**src/rtl/core/dcc_pkg.sv**
```systemverilog
// Package: shared types and constants for the DCC locomotive packet builder
`timescale 1ns / 1ps

package dcc_pkg;

  localparam int unsigned PktMaxBytes = 5;
  localparam int unsigned LenW        = 3;

  typedef enum logic [2:0] {
    FUNC_SPEED14  = 3'd0,
    FUNC_SPEED28  = 3'd1,
    FUNC_SPEED128 = 3'd2,
    FUNC_BASIC    = 3'd3,
    FUNC_EXT      = 3'd4
  } func_code_t;

  localparam logic [7:0] LongAddrBase = 8'hC0;
  localparam logic [7:0] Speed128Inst = 8'h3F;
  localparam logic [7:0] DirReverse   = 8'h40;
  localparam logic [7:0] DirForward   = 8'h60;
  localparam logic [7:0] Fg0Base      = 8'h80;
  localparam logic [7:0] Fg1Base      = 8'hB0;
  localparam logic [7:0] Fg2Base      = 8'hA0;
  localparam logic [7:0] Fwd128       = 8'h80;
  localparam logic [13:0] ShortLimitUs = 14'd127;
  localparam logic [13:0] ShortLimitEu = 14'd100;

  typedef struct packed {
    logic [2:0]  func;
    logic [13:0] loco_address;
    logic        direction;
    logic [7:0]  speed_code;
    logic [2:0]  function_group;
    logic [7:0]  function_bits;
  } dcc_cmd_t;

  typedef struct packed {
    logic [7:0] packet_byte;
    logic       last_byte;
    logic       rejected;
    logic [3:0] command_class;
  } dcc_res_t;

  typedef struct packed {
    logic [PktMaxBytes-1:0][7:0] bytes;
    logic [LenW-1:0]             len;
    logic                        rejected;
    logic [3:0]                  command_class;
  } dcc_frame_t;

  function automatic logic [7:0] ext_group_code(input logic [2:0] grp);
    logic [7:0] code;
    case (grp)
      3'd0:    code = 8'hDE;
      3'd1:    code = 8'hDF;
      3'd2:    code = 8'hD8;
      3'd3:    code = 8'hD9;
      3'd4:    code = 8'hDA;
      3'd5:    code = 8'hDB;
      3'd6:    code = 8'hDC;
      default: code = 8'h00;
    endcase
    return code;
  endfunction

endpackage

```
**src/rtl/core/dcc_encoder.sv**
```systemverilog
// Encoder: builds the full packet frame for one registered command
`timescale 1ns / 1ps

module dcc_encoder (
  input  dcc_pkg::dcc_cmd_t   cmd,
  input  logic                address_style,
  output dcc_pkg::dcc_frame_t frame
);
  import dcc_pkg::*;

  logic [13:0]    limit;
  logic           long_addr;
  logic [7:0]     addr0;
  logic [7:0]     addr1;
  logic [7:0]     inst0;
  logic [7:0]     inst1;
  logic           two_inst;
  logic           reject;
  logic [3:0]     cls;
  logic [7:0]     spd_enc;
  logic [3:0][7:0] body;
  logic [LenW-1:0] body_len;
  logic [7:0]     check;

  always_comb begin
    limit     = address_style ? ShortLimitEu : ShortLimitUs;
    long_addr = cmd.loco_address > limit;
    addr0     = long_addr ? (LongAddrBase + {2'b00, cmd.loco_address[13:8]})
                          : cmd.loco_address[7:0];
    addr1     = cmd.loco_address[7:0];

    if (cmd.speed_code == 8'd0) begin
      spd_enc = 8'h00;
    end else if (cmd.speed_code == 8'd1) begin
      spd_enc = 8'h01;
    end else if (cmd.func == FUNC_SPEED14) begin
      spd_enc = {4'h1, cmd.speed_code[3:0]};
    end else begin
      spd_enc = {3'b000, cmd.speed_code[0], cmd.speed_code[4:1]};
    end

    inst0    = 8'h00;
    inst1    = 8'h00;
    two_inst = 1'b0;
    reject   = (cmd.loco_address == 14'd0);
    cls      = 4'd0;
    case (cmd.func)
      FUNC_SPEED14, FUNC_SPEED28: begin
        inst0 = (cmd.direction ? DirForward : DirReverse) + spd_enc;
      end
      FUNC_SPEED128: begin
        inst0    = Speed128Inst;
        inst1    = (cmd.direction ? Fwd128 : 8'h00) + cmd.speed_code;
        two_inst = 1'b1;
        if (cmd.speed_code[7]) reject = 1'b1;
      end
      FUNC_BASIC: begin
        cls = {1'b0, cmd.function_group} + 4'd1;
        case (cmd.function_group)
          3'd0:    inst0 = Fg0Base + {3'b000, cmd.function_bits[4:0]};
          3'd1:    inst0 = Fg1Base + {4'h0, cmd.function_bits[3:0]};
          3'd2:    inst0 = Fg2Base + {4'h0, cmd.function_bits[3:0]};
          default: reject = 1'b1;
        endcase
      end
      FUNC_EXT: begin
        cls      = {1'b0, cmd.function_group} + 4'd4;
        inst0    = ext_group_code(cmd.function_group);
        inst1    = cmd.function_bits;
        two_inst = 1'b1;
        if (cmd.function_group == 3'd7) reject = 1'b1;
      end
      default: reject = 1'b1;
    endcase

    if (long_addr) begin
      body = {inst1, inst0, addr1, addr0};
    end else begin
      body = {8'h00, inst1, inst0, addr0};
    end
    body_len = 3'd2 + {2'b00, long_addr} + {2'b00, two_inst};
    check    = addr0 ^ (long_addr ? addr1 : 8'h00) ^ inst0 ^ (two_inst ? inst1 : 8'h00);

    for (int k = 0; k < PktMaxBytes; k++) begin
      if (k < 4 && LenW'(k) < body_len) begin
        frame.bytes[k] = body[k[1:0]];
      end else if (LenW'(k) == body_len) begin
        frame.bytes[k] = check;
      end else begin
        frame.bytes[k] = 8'h00;
      end
    end
    frame.len           = body_len + 3'd1;
    frame.rejected      = 1'b0;
    frame.command_class = cls;

    if (reject) begin
      frame.bytes         = '0;
      frame.len           = 3'd1;
      frame.rejected      = 1'b1;
      frame.command_class = 4'd0;
    end
  end

endmodule

```
**src/rtl/core/dcc_serializer.sv**
```systemverilog
// Serialiser: frame buffer that shifts packet bytes into the result register
`timescale 1ns / 1ps

module dcc_serializer (
  input  logic                clk,
  input  logic                rst_n,
  input  logic                load,
  input  dcc_pkg::dcc_frame_t frame,
  output logic                can_load,
  output logic                out_strobe,
  output dcc_pkg::dcc_res_t   out_res
);
  import dcc_pkg::*;

  logic [PktMaxBytes-1:0][7:0] buf_r, buf_nxt;
  logic [LenW-1:0]             rem_r, rem_nxt;
  logic                        rej_r, rej_nxt;
  logic [3:0]                  cls_r, cls_nxt;
  logic                        strobe_r, strobe_nxt;
  dcc_res_t                    res_r, res_nxt;

  assign can_load   = (rem_r <= 3'd1);
  assign out_strobe = strobe_r;
  assign out_res    = res_r;

  always_comb begin
    buf_nxt = buf_r;
    rem_nxt = rem_r;
    rej_nxt = rej_r;
    cls_nxt = cls_r;
    if (load) begin
      buf_nxt = frame.bytes;
      rem_nxt = frame.len;
      rej_nxt = frame.rejected;
      cls_nxt = frame.command_class;
    end else if (rem_r != 3'd0) begin
      buf_nxt = {8'h00, buf_r[PktMaxBytes-1:1]};
      rem_nxt = rem_r - 3'd1;
    end
    strobe_nxt            = (rem_r != 3'd0);
    res_nxt.packet_byte   = buf_r[0];
    res_nxt.last_byte     = (rem_r == 3'd1);
    res_nxt.rejected      = rej_r;
    res_nxt.command_class = cls_r;
  end

  always_ff @(posedge clk) begin
    if (!rst_n) begin
      rem_r    <= '0;
      strobe_r <= 1'b0;
    end else begin
      rem_r    <= rem_nxt;
      strobe_r <= strobe_nxt;
    end
    buf_r <= buf_nxt;
    rej_r <= rej_nxt;
    cls_r <= cls_nxt;
    res_r <= res_nxt;
  end

endmodule

```
**src/rtl/core/dcc_loco_packet_builder_top.sv**
```systemverilog
// DCC locomotive packet builder: an accepted command is registered, loaded into the
// frame buffer, and its first byte is registered out, later while an earlier packet is
// still going out. One byte per cycle; a command holds the frame buffer while its bytes
// go out (1 for a rejection, else 3 to 5). A transaction is accepted as the held command
// moves into the frame buffer, or at once when none is held; the receiver cannot stall.
// Synchronous active-low reset clears the pipeline and sets address style to US.
`timescale 1ns / 1ps

module dcc_loco_packet_builder_top (
  input  logic              clk,
  input  logic              rst_n,
  input  logic              start,
  output logic              busy,
  input  dcc_pkg::dcc_cmd_t in_cmd,
  output logic              out_strobe,
  output dcc_pkg::dcc_res_t out_res,
  input  logic              cfg_we,
  input  logic              cfg_wdata
);
  import dcc_pkg::*;

  dcc_cmd_t   cmd_r, cmd_nxt;
  logic       cmd_valid_r, cmd_valid_nxt;
  logic       style_r, style_nxt;
  logic       accept;
  logic       can_load;
  logic       load;
  dcc_frame_t frame;

  assign load   = cmd_valid_r && can_load;
  assign busy   = cmd_valid_r && !can_load;
  assign accept = start && !busy;

  always_comb begin
    cmd_nxt       = accept ? in_cmd : cmd_r;
    cmd_valid_nxt = accept || busy;
    style_nxt     = cfg_we ? cfg_wdata : style_r;
  end

  always_ff @(posedge clk) begin
    if (!rst_n) begin
      cmd_valid_r <= 1'b0;
      style_r     <= 1'b0;
    end else begin
      cmd_valid_r <= cmd_valid_nxt;
      style_r     <= style_nxt;
    end
    cmd_r <= cmd_nxt;
  end

  dcc_encoder u_encoder (
    .cmd           (cmd_r),
    .address_style (style_r),
    .frame         (frame)
  );

  dcc_serializer u_serializer (
    .clk        (clk),
    .rst_n      (rst_n),
    .load       (load),
    .frame      (frame),
    .can_load   (can_load),
    .out_strobe (out_strobe),
    .out_res    (out_res)
  );

  a_reject_single: assert property (@(posedge clk) disable iff (!rst_n)
    out_strobe && out_res.rejected |-> out_res.last_byte && out_res.packet_byte == 8'h00)
    else $error("rejection not a single zero byte");

  a_packet_contiguous: assert property (@(posedge clk) disable iff (!rst_n)
    out_strobe && !out_res.last_byte |=> out_strobe)
    else $error("gap inside packet");

  a_reset_quiet: assert property (@(posedge clk) !rst_n |=> !out_strobe && !busy)
    else $error("activity straight after reset");

  a_class_steady: assert property (@(posedge clk) disable iff (!rst_n)
    out_strobe && !out_res.last_byte |=> $stable(out_res.command_class))
    else $error("command class changed within packet");

endmodule

```
**config.mk**
```make
export PLATFORM = sky130hd
export DESIGN_NAME = dcc_loco_packet_builder_top
export DESIGN_NICKNAME = d
export VERILOG_FILES = /design/src/rtl/core/dcc_pkg.sv /design/src/rtl/core/dcc_encoder.sv /design/src/rtl/core/dcc_serializer.sv /design/src/rtl/core/dcc_loco_packet_builder_top.sv
export SDC_FILE = /design/constraint.sdc
export NUM_CORES = 1
export LEC_CHECK = 0
export BUFFER_PORTS_ARGS = -buffer_cell sky130_fd_sc_hd__buf_2
export CAP_MARGIN = 15
export CORE_ASPECT_RATIO = 1.75
export CORE_MARGIN = 4
export CORE_UTILIZATION = 50
export CTS_BUF_LIST = sky130_fd_sc_hd__clkbuf_16
export DETAILED_ROUTE_END_ITERATION = 6
export GPL_TIMING_DRIVEN = 0
export PLACE_DENSITY_LB_ADDON = 0.15
export RECOVER_POWER = 100
export SETUP_SLACK_MARGIN = 0.4
export SYNTH_ARGS = -nofsm -noshare
export SYNTH_HDL_FRONTEND = slang
export SYNTH_SLANG_ARGS = --single-unit
```
**constraint.sdc**
```tcl
create_clock -name clk -period 7.86 [get_ports clk]
set_input_delay 0.393 -clock clk [delete_from_list [all_inputs] [get_ports clk]]
set_output_delay 0.393 -clock clk [all_outputs]
set_load 0.01 [all_outputs]
```
==> impl_metrics.json <==
{
  "worstHoldPathCells": 1,
  "gr-usage-met3_pct": 3.882,
  "run_status": "finished with violations",
  "synth-xor-area-share_pct": 4.410,
  "irDropWorstVdd_uv": 191.8,
  "antenna_left": 0,
  "post_synth.cell_area_avg_um2": 11.91,
  "reg2reg_depth": 8,
  "synthAdderAreaFrac_pct": 4.142,
  "syn_nets": 490,
  "dieHeight_um": 142.1,
  "yosys-mux-area-fraction_pct": 1.803,
  "max_cap_violations": 3,
  "fin_skew_ns": 0.006080,
  "global_route.usage.met1_pct": 20.90,
  "failed_checks": "max-capacitance violations, max-slew violations",
  "route.final.wire_length_mm": 12.33,
  "timing.final.hold_violations": 0,
  "insertion_delay_ns": 0.35,
  "antenna_cells": 0,
  "global_route_total_overflow": 0,
  "synthDominantAreaCellType": "edfxtp_1",
  "ctsHoldBuffers": 0,
  "fmaxAchievable_ghz": 0.2342,
  "post_cts_sizing": 0,
  "layout-area-overhead-vs-synth_pct": 12.67,
  "timing.critical_path.from_type": "register",
  "crit_start": "cmd_r[8]$_DFFE_PP_",
  "post_synth_num_cell_types": 75,
  "critical_path_peak_fanout": 10,
  "syn-cell-area_um2": 5135,
  "globalRouteTotalUtil_pct": 20.66,
  "detail_route.wl_per_cell_um": 19.53,
  "count_of_flip_flops_with_a_built_in_enable_after_synthesis": 82,
  "clock_tree.buffer_depth": 2,
  "cts_root_buffer": "clkbuf_16",
  "drc_errors": 0,
  "final_net_count": 560,
  "dp_hpwl_mm": 9.315,
  "finalWorstPathRequiredPeriod_ns": 4.269,
  "critical_path.reg2reg.startpoint": "cmd_r[8]$_DFFE_PP_",
  "critPathCaptureType": "register",
  "r2r_setup_slack_ns": 3.59,
  "preCtsSetupSlack_ns": 4.391,
  "tritoncts": "done",
  "synth_seq_area_share_pct": 55.75,
  "busiest_layer": "met2",
  "top_level_ports": 58,
  "cts.clk_slew.worst_paths_ns": 0.07,
  "synth_async_sr_flop_share_pct": 0,
  "area_share_of_the_largest_cell_type_after_synthesis_pct": 47.95,
  "power_per_cell_area_nw_per_um2": 318.5,
  "die_wd_um": 84.61,
  "wire_length_of_the_first_global_routing_pass_mm": 18.91,
  "simple_gate_share_of_the_synthesized_area_pct": 14.30,
  "port_buffers": 57,
  "synth_ff_type": "edfxtp_1",
  "slew_viol_final": 85,
  "most_frequent_cells_in_the_layout": "82 x edfxtp_1, 45 x buf_2, 33 x nor2_1",
  "setup-violations-final": 0,
  "area_enclosed_by_the_die_boundary_um2": 12020,
  "synth_area_leaders": "edfxtp_1 48%, dfxtp_1 7.8%, ha_1 4.1%",
  "fin_tns_setup_ns": 0,
  "grt_pass1_vias": 3713,
  "cp_data_arrival_time_ns": 4.48,
  "worst_hold_start": "in_cmd[20]",
  "coreArea_um2": 9970,
  "cts_made_buffers": 9,
  "layout-drive-gt1-share_pct": 15.61,
  "flops_latches_synth": 102,
  "clock_sink_count": 102,
  "min_to": "cmd_r[20]$_DFFE_PP_",
  "met2_usage_in_global_routing_pct": 38.41,
  "critical_path_required_ns": 8.07,
  "drt-pass1-iter-count": 7,
  "vias_per_cell": 5.824,
  "main_combinational_cell_family_by_area_after_synthesis": "compound AO/OA/AOI/OAI gates",
  "number_of_h_tree_branching_levels": 3,
  "yosys_warnings": 0,
  "period_share_pct": 54.32,
  "floorplan.initialDensity_pct": 51.51,
  "gp_routability_congestion": 0.8763,
  "final.setup.worst_slack_ns": 3.591,
  "grt_start_max_net_pins": 38,
  "std_cell_rows": 48,
  "mostFrequentLayoutCell": "edfxtp_1",
  "antenna_violations_before_repair": 0,
  "via_count": 3675,
  "relSlewSlack_pct": -38.82,
  "fraction_of_the_mapped_netlist_area_in_compound_gates_pct": 16.03,
  "tightest_slew_ns": 2.082,
  "worst_r2r_endpoint": "u_serializer.buf_r[29]$_DFFE_PP_",
  "rsz0062_at_grt": "false",
  "drt_iter0_drc": 232,
  "critPathKind": "reg -> reg",
  "netlist_instances": 431,
  "postCtsSetupBuffers": 0,
  "power.static_leakage_nw": 2.208,
  "hold_path_class": "in -> reg"
}
metrics by stage:
step | total power, mW | instance area, µm² | cells | util (%) | hold slack [ns]
2_1_floorplan | 1.276 | 5135 | 431 | - | 0.3233
3_3_place_gp | 1.427 | 5577 | 613 | 55.94 | 0.3251
3_5_place_dp | 1.462 | 5629 | 615 | 56.46 | 0.3269
4_1_cts | 1.880 | 5904 | 631 | 59.22 | 0.2036
5_1_grt | 1.934 | 5786 | 631 | 58.03 | 0.2019
6_report | 1.843 | 5786 | 631 | 58.03 | 0.2150
layer usage:
layer  vias to the layer above  routed length, µm
met1                      1755               4454
li1                       1757                  -
met2                       123               6638
met5                         -                  0
met3                        40                541
met4                         0                691
Yosys cell counts (all sizes together) (6+ instances only):
library cell and instances:
a21o 9, a21oi 15, a221o 9, a22o 8, buf 12, clkbuf 6, dfxtp 20, edfxtp 82
ha 17, inv 22, mux2i 7, nand2 26, nand2b 17, nand3 6, nand3b 10, nor2 33
nor2b 7, nor3 15, o21ai 12, xnor2 21
flip-flops by register name, summed over array words and instances, names as in the netlist:
signal,count
u_serializer.buf_r,40
cmd_r,37
u_serializer.out_res,14
u_serializer.cls_r,4
u_serializer.rem_r,3
cmd_valid_r,1
style_r,1
u_serializer.out_strobe,1
u_serializer.rej_r,1
area by class of cell:
cell class              instances  area [µm²]
flip-flops and latches        102        2863
fillers                       909        4184
multi-input cells             289        2037
well taps                     125       156.4
inverters                      22       82.58
clock inverters                 7       50.05
plain buffers                  18       98.84
clock buffers                   9       225.2
repair buffers                 59       272.8
report_power, final:
part | switching (mW) | total, mW | internal, mW | leakage, nW
logic | 0.325 | 0.521 | 0.196 | 1.09
clock network | 0.199 | 0.414 | 0.215 | 0.129
registers | 0.0683 | 0.908 | 0.840 | 0.987
critical path, stage by stage, from the launching register on:
cell and delay, ns:
edfxtp_1 0.47, inv_1 0.12, ha_1 0.29, nor3_1 0.21, o221a_2 0.31, nor4_1 1.34
nand2_1 0.60, nor2_1 0.53, a221o_1 0.24
worst max path at each step:
stage                                                 to  slack (ns)
floorplan                u_serializer.buf_r[0]$_DFFE_PP_        4.78
global placement    u_serializer.buf_r[33]$_SDFFCE_PP0P_        3.64
detailed placement      u_serializer.buf_r[19]$_DFFE_PP_        4.39
CTS                     u_serializer.buf_r[19]$_DFFE_PP_        4.36
global route            u_serializer.buf_r[29]$_DFFE_PP_        3.32
finish                  u_serializer.buf_r[29]$_DFFE_PP_        3.59
cells by family after synthesis:
kind of cell | Yosys count
AND/OR/NAND/NOR | 132
AO/OA/AOI/OAI | 106
flip-flops | 102
buffers and inverters | 40
XOR/XNOR | 25
adder cells (fa/ha/maj) | 17
multiplexers | 9
Note: power is estimated with default switching activity, not from simulation.
